===== src/rtl/core/fma_pkg.sv =====
`timescale 1ns / 1ps
// ----------------------------------------------------------------------------
// fma_pkg: shared definitions of the fit memory allocator
// Field widths, stream packing, command and mode codes, sequencer states.
// ----------------------------------------------------------------------------
package fma_pkg;

	// default sizing of the partition table
	localparam int unsigned MAX_BLOCKS_DEF = 64;
	localparam int unsigned SIZE_BITS_DEF  = 16;

	// request fields
	localparam int unsigned FUNC_BITS  = 2;
	localparam int unsigned INDEX_BITS = 6;
	localparam int unsigned SIZEF_BITS = 16;

	// configuration registers
	localparam int unsigned MODE_BITS     = 2;
	localparam int unsigned COUNT_BITS    = 7;
	localparam int unsigned CFG_ADDR_BITS = 1;
	localparam int unsigned CFG_DATA_BITS = 7;
	localparam logic [COUNT_BITS-1:0] BLOCK_COUNT_RST = 7'd64;

	// stream packing, lowest field first, padded to whole bytes
	localparam int unsigned IN_FUNC_LSB   = 0;
	localparam int unsigned IN_INDEX_LSB  = IN_FUNC_LSB + FUNC_BITS;
	localparam int unsigned IN_SIZE_LSB   = IN_INDEX_LSB + INDEX_BITS;
	localparam int unsigned IN_USED_BITS  = IN_SIZE_LSB + SIZEF_BITS;
	localparam int unsigned IN_DATA_BITS  = ((IN_USED_BITS + 7) / 8) * 8;
	localparam int unsigned OUT_USED_BITS = 1 + INDEX_BITS + SIZEF_BITS;
	localparam int unsigned OUT_DATA_BITS = ((OUT_USED_BITS + 7) / 8) * 8;

	typedef enum logic [FUNC_BITS-1:0] {
		FUNC_LOAD    = 2'd0,
		FUNC_ALLOC   = 2'd1,
		FUNC_RESTORE = 2'd2
	} func_t;

	typedef enum logic [MODE_BITS-1:0] {
		MODE_FIRST = 2'd0,
		MODE_BEST  = 2'd1,
		MODE_WORST = 2'd2
	} mode_t;

	typedef enum logic [CFG_ADDR_BITS-1:0] {
		REG_FIT_MODE    = 1'd0,
		REG_BLOCK_COUNT = 1'd1
	} cfg_reg_t;

	typedef enum logic [1:0] {
		ST_IDLE,
		ST_SCAN,
		ST_COPY,
		ST_DONE
	} state_t;

endpackage


===== src/rtl/core/fit_memory_allocator.sv =====
`timescale 1ns / 1ps
// ----------------------------------------------------------------------------
// fit_memory_allocator: first / best / worst fit partition allocator
// Partition size table with a sequencer that scans it through one comparator.
// ----------------------------------------------------------------------------
// Usage:
//  - s_* stream takes one request at a time: load a partition size, allocate
//    space, or restore all remaining sizes from the original sizes.
//  - m_* stream returns exactly one result per request (granted flag, chosen
//    partition, space left). Non-allocate requests return all zeros.
//  - cfg_* writes fit_mode (index 0) and block_count (index 1); the user
//    must write them only while idle, which the block itself does not enforce.
// Sequencing:
//  - load: table written on acceptance; result registered in the done step.
//  - allocate: block_count (saturated to MAX_BLOCKS) entries are scanned;
//    the scan reads one free-size entry per cycle from the single memory
//    read port and feeds one shared compare unit.
//  - restore: all MAX_BLOCKS entries, one entry copied per cycle.
//  s_tready is high only while the sequencer is idle. A finished result sits
//  in the output register; the next request can be accepted while it waits,
//  and a stalled receiver only holds the sequencer in its final step.
// Reset: fit_mode = first fit, block_count = 64, no result pending. The
// partition memories are not cleared; an entry must be loaded before use.
// ----------------------------------------------------------------------------
module fit_memory_allocator
	import fma_pkg::*;
#(
	parameter int unsigned MAX_BLOCKS = MAX_BLOCKS_DEF,
	parameter int unsigned SIZE_BITS  = SIZE_BITS_DEF
) (
	input  logic                     clk,
	input  logic                     arst_n,
	// request stream
	input  logic                     s_tvalid,
	output logic                     s_tready,
	input  logic [IN_DATA_BITS-1:0]  s_tdata,   // func[1:0], block_index[7:2], size_value[23:8]
	// result stream
	output logic                     m_tvalid,
	input  logic                     m_tready,
	output logic [OUT_DATA_BITS-1:0] m_tdata,   // granted[0], chosen_block[6:1],
	                                            // remaining_size[22:7], zero pad
	// configuration write port
	input  logic                     cfg_we,
	input  logic [CFG_ADDR_BITS-1:0] cfg_addr,
	input  logic [CFG_DATA_BITS-1:0] cfg_wdata
);

	localparam int unsigned AW = (MAX_BLOCKS > 1) ? $clog2(MAX_BLOCKS) : 1;
	localparam int unsigned CW = $clog2(MAX_BLOCKS + 1);
	localparam int unsigned KW = (CW > COUNT_BITS) ? CW : COUNT_BITS;
	localparam int unsigned VW = (SIZE_BITS > SIZEF_BITS) ? SIZE_BITS : SIZEF_BITS;
	localparam int unsigned IW = (CW > INDEX_BITS) ? CW : INDEX_BITS;

	// ------------------------------------------------------------------
	// request unpacking
	// ------------------------------------------------------------------
	logic                  s_acc;
	logic [FUNC_BITS-1:0]  in_func;
	logic [INDEX_BITS-1:0] in_index;
	logic [SIZEF_BITS-1:0] in_size;
	logic [IW-1:0]         in_index_ext;
	logic [VW-1:0]         in_size_ext;
	logic                  load_ok;
	logic [AW-1:0]         load_addr;
	logic [SIZE_BITS-1:0]  load_wd;

	assign in_func      = s_tdata[IN_FUNC_LSB +: FUNC_BITS];
	assign in_index     = s_tdata[IN_INDEX_LSB +: INDEX_BITS];
	assign in_size      = s_tdata[IN_SIZE_LSB +: SIZEF_BITS];
	assign in_index_ext = IW'(in_index);
	assign in_size_ext  = VW'(in_size);
	assign load_ok      = (in_index_ext < IW'(MAX_BLOCKS));
	assign load_addr    = in_index_ext[AW-1:0];
	assign load_wd      = in_size_ext[SIZE_BITS-1:0];

	// ------------------------------------------------------------------
	// configuration registers
	// ------------------------------------------------------------------
	logic [MODE_BITS-1:0]  fit_mode_q;
	logic [COUNT_BITS-1:0] block_count_q;

	always_ff @(posedge clk or negedge arst_n) begin
		if (!arst_n) begin
			fit_mode_q    <= MODE_FIRST;
			block_count_q <= BLOCK_COUNT_RST;
		end else if (cfg_we) begin
			unique case (cfg_addr)
				REG_FIT_MODE:    fit_mode_q    <= cfg_wdata[MODE_BITS-1:0];
				REG_BLOCK_COUNT: block_count_q <= cfg_wdata[COUNT_BITS-1:0];
				default:         ;
			endcase
		end
	end

	// block_count above the table depth is clamped to the depth
	logic [KW-1:0] bc_ext;
	logic [CW-1:0] scan_count;

	assign bc_ext = KW'(block_count_q);
	always_comb begin
		if (bc_ext > KW'(MAX_BLOCKS)) begin
			scan_count = CW'(MAX_BLOCKS);
		end else begin
			scan_count = bc_ext[CW-1:0];
		end
	end

	// ------------------------------------------------------------------
	// sequencer and datapath registers
	// ------------------------------------------------------------------
	state_t               state_q, state_d;
	logic [CW-1:0]        issue_q;      // next entry to read
	logic [CW-1:0]        limit_q;      // entries to read this pass
	logic                 vld_s1;       // read data valid this cycle
	logic [AW-1:0]        idx_s1;       // entry of the read data
	logic [VW-1:0]        req_q;        // requested size
	logic                 found_q;
	logic [AW-1:0]        pick_q;
	logic [SIZE_BITS-1:0] pick_val_q;
	logic                 m_tvalid_q;
	logic [OUT_DATA_BITS-1:0] m_tdata_q;

	// memories
	logic [SIZE_BITS-1:0] free_mem [MAX_BLOCKS];
	logic [SIZE_BITS-1:0] orig_mem [MAX_BLOCKS];
	logic [SIZE_BITS-1:0] free_rd_q;
	logic [SIZE_BITS-1:0] orig_rd_q;

	logic                 issue_go;
	logic                 out_load;
	logic                 free_we;
	logic [AW-1:0]        free_wa;
	logic [SIZE_BITS-1:0] free_wd;
	logic                 orig_we;
	logic [SIZE_BITS-1:0] new_val;

	assign s_tready = (state_q == ST_IDLE);
	assign s_acc    = s_tvalid && s_tready;
	assign orig_we  = s_acc && (in_func == FUNC_LOAD) && load_ok;
	assign new_val  = pick_val_q - req_q[SIZE_BITS-1:0];

	always_ff @(posedge clk or negedge arst_n) begin
		if (!arst_n) begin
			state_q <= ST_IDLE;
		end else begin
			state_q <= state_d;
		end
	end

	always_comb begin
		state_d  = state_q;
		issue_go = 1'b0;
		out_load = 1'b0;
		free_we  = 1'b0;
		free_wa  = load_addr;
		free_wd  = load_wd;
		unique case (state_q)
			ST_IDLE: begin
				if (s_acc) begin
					unique case (in_func)
						FUNC_LOAD: begin
							free_we = load_ok;
							state_d = ST_DONE;
						end
						FUNC_ALLOC:   state_d = ST_SCAN;
						FUNC_RESTORE: state_d = ST_COPY;
						default:      state_d = ST_DONE;
					endcase
				end
			end
			ST_SCAN: begin
				issue_go = (issue_q != limit_q);
				if (!issue_go && !vld_s1) begin
					state_d = ST_DONE;
				end
			end
			ST_COPY: begin
				issue_go = (issue_q != limit_q);
				free_we  = vld_s1;
				free_wa  = idx_s1;
				free_wd  = orig_rd_q;
				if (!issue_go && !vld_s1) begin
					state_d = ST_DONE;
				end
			end
			ST_DONE: begin
				// write back the shrunk partition together with the result
				if (!m_tvalid_q || m_tready) begin
					out_load = 1'b1;
					free_we  = found_q;
					free_wa  = pick_q;
					free_wd  = new_val;
					state_d  = ST_IDLE;
				end
			end
			default: state_d = ST_IDLE;
		endcase
	end

	// read pointer and read tag
	always_ff @(posedge clk or negedge arst_n) begin
		if (!arst_n) begin
			vld_s1 <= 1'b0;
		end else begin
			vld_s1 <= issue_go;
		end
	end

	always_ff @(posedge clk) begin
		idx_s1 <= issue_q[AW-1:0];
		if (s_acc) begin
			issue_q <= '0;
			req_q   <= in_size_ext;
			if (in_func == FUNC_ALLOC) begin
				limit_q <= scan_count;
			end else begin
				limit_q <= CW'(MAX_BLOCKS);
			end
		end else if (issue_go) begin
			issue_q <= issue_q + 1'b1;
		end
	end

	// shared compare unit: one entry per cycle against the request and the pick
	logic fits;
	logic better;

	assign fits = (VW'(free_rd_q) >= req_q);
	always_comb begin
		unique case (fit_mode_q)
			MODE_BEST:  better = (free_rd_q < pick_val_q);
			MODE_WORST: better = (free_rd_q > pick_val_q);
			default:    better = 1'b0;
		endcase
	end

	always_ff @(posedge clk or negedge arst_n) begin
		if (!arst_n) begin
			found_q <= 1'b0;
		end else if (s_acc) begin
			found_q <= 1'b0;
		end else if ((state_q == ST_SCAN) && vld_s1 && fits && !found_q) begin
			found_q <= 1'b1;
		end
	end

	always_ff @(posedge clk) begin
		if ((state_q == ST_SCAN) && vld_s1 && fits && (!found_q || better)) begin
			pick_q     <= idx_s1;
			pick_val_q <= free_rd_q;
		end
	end

	// partition memories, registered reads
	always_ff @(posedge clk) begin
		if (free_we) begin
			free_mem[free_wa] <= free_wd;
		end
		free_rd_q <= free_mem[issue_q[AW-1:0]];
	end

	always_ff @(posedge clk) begin
		if (orig_we) begin
			orig_mem[load_addr] <= load_wd;
		end
		orig_rd_q <= orig_mem[issue_q[AW-1:0]];
	end

	// ------------------------------------------------------------------
	// output register
	// ------------------------------------------------------------------
	logic [IW-1:0] pick_ext;
	logic [VW-1:0] rem_ext;

	assign pick_ext = IW'(pick_q);
	assign rem_ext  = VW'(new_val);

	always_ff @(posedge clk or negedge arst_n) begin
		if (!arst_n) begin
			m_tvalid_q <= 1'b0;
		end else if (out_load) begin
			m_tvalid_q <= 1'b1;
		end else if (m_tready) begin
			m_tvalid_q <= 1'b0;
		end
	end

	always_ff @(posedge clk) begin
		if (out_load) begin
			if (found_q) begin
				m_tdata_q <= OUT_DATA_BITS'({rem_ext[SIZEF_BITS-1:0],
					pick_ext[INDEX_BITS-1:0], 1'b1});
			end else begin
				m_tdata_q <= '0;
			end
		end
	end

	assign m_tvalid = m_tvalid_q;
	assign m_tdata  = m_tdata_q;

endmodule


===== config.mk =====
export PLATFORM = sky130hd
export DESIGN_NAME = fit_memory_allocator
export DESIGN_NICKNAME = d
export VERILOG_FILES = /design/src/rtl/core/fma_pkg.sv /design/src/rtl/core/fit_memory_allocator.sv
export SDC_FILE = /design/constraint.sdc
export NUM_CORES = 2
export LEC_CHECK = 0
export ABC_AREA = 1
export BUFFER_PORTS_ARGS = -buffer_cell sky130_fd_sc_hd__buf_4
export CORE_MARGIN = 5
export CORE_UTILIZATION = 40
export CTS_CLUSTER_SIZE = 16
export DETAILED_ROUTE_END_ITERATION = 6
export PLACE_DENSITY = 0.67
export SLEW_MARGIN = 25
export SYNTH_ARGS = -nofsm -noshare
export SYNTH_HDL_FRONTEND = slang
export SYNTH_SLANG_ARGS = --single-unit

===== constraint.sdc =====
create_clock -name clk -period 4.4 [get_ports clk]
set_input_delay 0.44 -clock clk [delete_from_list [all_inputs] [get_ports clk]]
set_output_delay 0.44 -clock clk [all_outputs]
set_load 0.005 [all_outputs]

Word-level counts from Yosys, hierarchy flattened --
Memories as Yosys holds them, arrays and structs flattened. A register that Yosys moved wholly into a read port is not among the register bits. Index checks and enable logic that the tools add are counted.
Cells by class: $add $sub $neg 2, multiply operators 0, divide/modulo/power cells 0, order comparisons 5, eq/ne operators 11, shift operators 0, multiplexer cells 26, bitwise operators 2, reductions and logical operators 23
Operator list (count):
- 16-bit case mux with 2 select lines | 1
- 16-bit greater-or-equal comparator | 1
- 16-bit greater-than comparator | 1
- 16-bit < comparator | 1
- 16-bit 2-to-1 mux | 1
- 16-bit subtractor | 1
- 1-bit 2-to-1 mux | 15
- 6-bit case mux with 2 select lines | 1
- 2-bit equality test, second input constant | 4
- 1-bit logical AND | 8
- 7-bit by 1-bit adder with 7-bit output, second input constant | 1
- 7-bit greater-than comparator, second input constant | 1
- 6-bit by 7-bit < comparator with 1-bit output, second input constant | 1
- 7-bit inequality test | 1
- 2-bit by 1-bit equality test with 1-bit output, second input constant | 3
- 2-bit 2-to-1 mux | 3
- 6-bit 2-to-1 mux | 1
- 2-bit case mux with 3 select lines | 1
- 1-bit zero test | 4
- 2-bit zero test | 2
- 2-bit by 1-bit inequality test with 1-bit output, second input constant | 2
- 2-bit case mux with 2 select lines | 1
- 2-bit AND reduction | 2
- 2-bit nonzero test | 2
- other kinds (7) | 10
Word-level totals: flip-flop bits (word level) 96, latch bits 0, RAM bits 2048, ROM bits 0, bits of input ports 37, output and inout bits 26, memories kept 2
Memory list:
- free_mem | words 64, bits a word 16, rd ports 1, clocked after Yosys merged registers in 1, wr ports 1, RTL line fit_memory_allocator.sv:124 | logic [SIZE_BITS-1:0] free_mem [MAX_BLOCKS];
- orig_mem | words 64, bits a word 16, rd ports 1, clocked after Yosys merged registers in 1, wr ports 1, RTL line fit_memory_allocator.sv:125 | logic [SIZE_BITS-1:0] orig_mem [MAX_BLOCKS];

Logic depth before layout (Yosys ltp) --
word-level depth 6, depth in mapped cells 16

Worst setup path after synthesis --
No wires, ideal clock.
path kind reg2reg, start register pick_val_q[0], end memory free_mem[0][6] (netlist bit) (data pin), setup time 0.702 ns, arrival time 4.038 ns, data required time 3.698 ns, setup slack -0.340 ns, cell stages (with the launch flop) 12, buffers on the path 0, clock period less this slack 4.740 ns, cells stage by stage edfxtp_1 > inv_1 > ha_1 > inv_1 > fa_1 > nand3_1 > nand2_1 > nand3_1 > nand2_1 > xor2_1 > inv_1 > o21ai_0
Between the ends: word-level cells in the longest chain between the ends 3
RTL lines:
- start: declaration | RTL line fit_memory_allocator.sv:119 | logic [SIZE_BITS-1:0] pick_val_q;
- start signal: assignment | RTL line fit_memory_allocator.sv:250 | pick_val_q <= free_rd_q;
- 16-bit subtractor | RTL line fit_memory_allocator.sv:140 | assign new_val = pick_val_q - req_q[SIZE_BITS-1:0];
- 16-bit 2-to-1 mux | RTL line fit_memory_allocator.sv:188 | if (!m_tvalid_q || m_tready) begin
- 16-bit case mux with 2 select lines | RTL line fit_memory_allocator.sv:157 | unique case (state_q)
- via free_wd[6] | RTL line fit_memory_allocator.sv:133 | logic [SIZE_BITS-1:0] free_wd;
- end: declaration | RTL line fit_memory_allocator.sv:124
The timed path passes the listed nets, and every way through them passes these cells.

Final worst setup path --
start register state_q[0], end memory free_mem[13][4] (netlist bit) (enable)
Between the ends: word-level cells in the longest chain between the ends 6
RTL lines:
- start: declaration | RTL line fit_memory_allocator.sv:111 | state_t state_q, state_d;
- start signal: assignment | RTL line fit_memory_allocator.sv:146 | state_q <= state_d;
- 2-bit zero test | RTL line fit_memory_allocator.sv:137, fit_memory_allocator.sv:157
- 1-bit logical AND | RTL line fit_memory_allocator.sv:138 | assign s_acc = s_tvalid && s_tready;
- 1-bit 2-to-1 mux | RTL line fit_memory_allocator.sv:159 | if (s_acc) begin
- 1-bit case mux with 3 select lines | RTL line fit_memory_allocator.sv:157
- 1-bit 2-to-1 mux | RTL line fit_memory_allocator.sv:256 | if (free_we) begin
- 1-bit 2-to-1 mux (not written as such) | RTL line fit_memory_allocator.sv:257 | free_mem[free_wa] <= free_wd;
Parallel ways exist; a longest one is shown, timed or not.

==> metrics.yaml <==
run_status:
  run_status: "finished, final reports clean"
pwr:
  p_leak_nw: 33.11
  fin_total_pwr_mw: 63.32
  powerDensity_nw_per_um2: 639.9
  vdd_drop_max_uv: 727.5
cts:
  htree_levels: 4
  cts_buffers: 201
  clkTransAtPathRegs_ns: 0.06
  cts_buffer_depth: 3
  cts_resized: 0
  clockRootBuffer: "clkbuf_16"
  clock-sinks: 2175
  cts_tree: "built"
  clk_latency_ns: 0.84
timing:
  period_needed_ns: 3.730
  tns_ns: 0
  tightest_slew_ns: 1.235
  period_share_pct: 84.77
  rsz0062_at_grt: "no"
  slew_violations: 0
  timing.slew.headroom_pct: 17.64
  fmax_mhz: 268.1
  finalSetupViolCount: 0
  fin_ws_ns: 0.6703
  final-hold-violation-count: 0
  finClkSkew_ns: 0.03491
logic_synthesis:
  ys_seq_area_share_pct: 73.50
  postSynthNetCount: 7265
  synth_edf_count: 2116
  synth_top_family_by_area: "simple AND/OR/NAND/NOR gates"
  synth_fa_ha_area_share_pct: 0.8033
  synth_ff_type: "edfxtp_1"
  ys.warnings.count: 0
  synthDistinctLibCells: 48
  synth-simple-area-share_pct: 11.56
  synth.avg_cell_area_um2: 12.29
  synth_async_sr_flop_share_pct: 0.6437
  syn_area_um2: 88160
  synthCells: 7172
  synth_xor_area_share_pct: 0.1987
  ys_seq_elements: 2175
  synth_compound_area_share_pct: 10.45
  synth.area.mux_share_pct: 0.02413
drt:
  vias: 57480
  firstDrtPassIters: 6
  wl_per_cell_um: 23.40
  topRoutingLayerUsed: "met4"
  wl_met3_um: 23560
  via_per_inst: 5.580
  drt_iter0_drc: 7818
  remaining_drc_errors: 0
  m1WireLength_um: 98640
  met2_length_um: 110100
  wl_um: 241000
  final_antenna_net_count: 0
worst_setup_path:
  cp-end-kind: "flop"
  worstPathArrival_ns: 4.24
  cpLargestDelayFamily: "simple AND/OR/NAND/NOR gates"
  crit_buf_inv: 4
  cp_slowest_stage_delay_ns: 0.62
  start_kind: "flop"
  cpMaxStageDelayCell: "a21oi_1"
  crit_type: "reg -> reg"
  path_max_fanout: 13
  cp_cell_sequence: "inv_1, ha_1, nor2_1, buf_4, inv_2, nand2_1, a21oi_1, nand4_2, nor2_1, buf_4"
  required_ns: 4.91
placed_design:
  portBuffers: 61
  hpwl_um: 142900
  place_inst: 9918
  place_congestion: 0.9256
  detailedPlace.worstSlack_ns: 0.7964
die:
  num_rows: 172
  die_area_um2: 229900
  core_um2: 219500
  die_h_um: 479.5
  die_x_um: 479.5
  pin_count: 63
  start_util_pct: 40.16
grt:
  grt_usage_pct: 20.37
  grt_pass1_vias: 54710
  antenna_found_initial: 8
  grt_pass1_wl_um: 354600
  grt_max_degree: 225
  overflow: 0
final_layout:
  layout.nets: 7366
  final_common_cell: "edfxtp_1"
  final_layout_size_suffix_gt1_share_pct: 8.278
  final_cell_mix: "2,116 x edfxtp_1, 1,626 x nor2_1, 979 x o21ai_0"
  fillerInstances: 19400
  multi_input_area_um2: 20450
  final_cells: 10300
  syn_to_final_growth_pct: 12.24
  finish.utilization_pct: 45.08
  seqCellArea_um2: 64810
worst_hold_path:
  hold_class: "in -> reg"
flow_run:
  cap_violations: 0
==> area by class of cell <==
class / instances / share of cell area, %
Timing Repair Buffer: 335 / 3.123
Multi-Input combinational cell: 4331 / 20.66
Tap cell: 2871 / 3.630
Clock inverter: 106 / 0.7751
Inverter: 229 / 0.8978
Sequential cell: 2175 / 65.49
Clock buffer: 253 / 5.410
Antenna cell: 2 / 0.005058
==> flip-flops by register name, indices dropped and copies added (netlist names), 6 cells and up <==
signal and cells:
bc_ext 7, free_mem 1024, free_rd_q 16, idx_s1 6, issue_q 7, limit_q 7
m_tdata 23, orig_mem 1024, orig_rd_q 16, pick_q 6, pick_val_q 16, req_q 16
==> through the flow <==
stage,instance area [um2],hold WS [ns]
final,98950,0.07392
after global routing,98950,0.03689
after CTS,98920,0.01517
after detailed placement,92580,0.3165
after global placement,92580,0.3152
after floorplan,88160,0.1444
==> power breakdown <==
group | internal (mW) | leakage, nW | switching [mW]
Sequential | 25.5 | 19.6 | 0.594
Clock | 9.14 | 2.98 | 7.38
Combinational | 5.38 | 10.5 | 15.3
Total | 40.1 | 33.1 | 23.3
==> cells by family after synthesis <==
group                    after synthesis
buffers and inverters                666
multiplexers                           2
AO/OA/AOI/OAI                       1669
XOR/XNOR                              20
other                                  1
AND/OR/NAND/NOR                     2583
flip-flops                          2175
adder cells (fa/ha/maj)               56
==> per-layer routing <==
metal,vias up,GRT usage [%]
met1,28280,28.44
li1,25890,-
met4,0,7.264
met5,-,0
met2,2840,31.81
met3,469,4.163
==> cells in the mapped netlist (2+ instances only) <==
library cell,n,share of area [%]
a21oi_1,144,0.82
o21ai_1,152,0.86
buf_1,45,0.19
a221o_1,8,0.091
buf_4,49,0.42
o211ai_1,260,2.2
edfxtp_1,2116,72
nor2_1,1628,6.9
nand2_1,656,2.8
o21a_1,2,0.017
xor2_1,13,0.13
buf_8,2,0.034
nand4_1,8,0.057
inv_2,5,0.021
dfrtp_1,13,0.37
or2_2,4,0.028
buf_6,30,0.38
nand2_2,3,0.021
nand3b_1,7,0.060
a22oi_1,3,0.026
nand3_1,252,1.4
buf_2,97,0.55
clkbuf_1,214,0.91
ha_1,55,0.78
dfxtp_1,45,1.0
a31oi_1,4,0.028
clkinv_1,4,0.017
inv_1,219,0.93
and3_1,2,0.014
xnor2_1,7,0.070
o21ai_0,981,5.6
nand4_2,8,0.11
o22ai_1,110,0.78
nor3_1,12,0.068
==> what timing repair did <==
item                                   in CTS  in global routing
endpoints found under the hold margin      46                  0
hold buffers                               22                  0
buffers inserted                            0                  0
==> final timing paths <==
kind	slack, ns	startpoint	endpoint	cells past startpoint
min in group asynchronous	0.09	arst_n	bc_ext[6]	2
setup reg to reg	0.67	state_q[0]	free_mem[13][4]	10
setup / recovery	0.67	state_q[0]	free_mem[13][4]	10
hold reg to reg	0.44	idx_s1[1]	pick_q[1]	0
max in group asynchronous	3.14	arst_n	m_tvalid	3
hold / removal	0.07	s_tdata[19]	orig_mem[5][11]	1
Power figures use the tool's default switching activity.
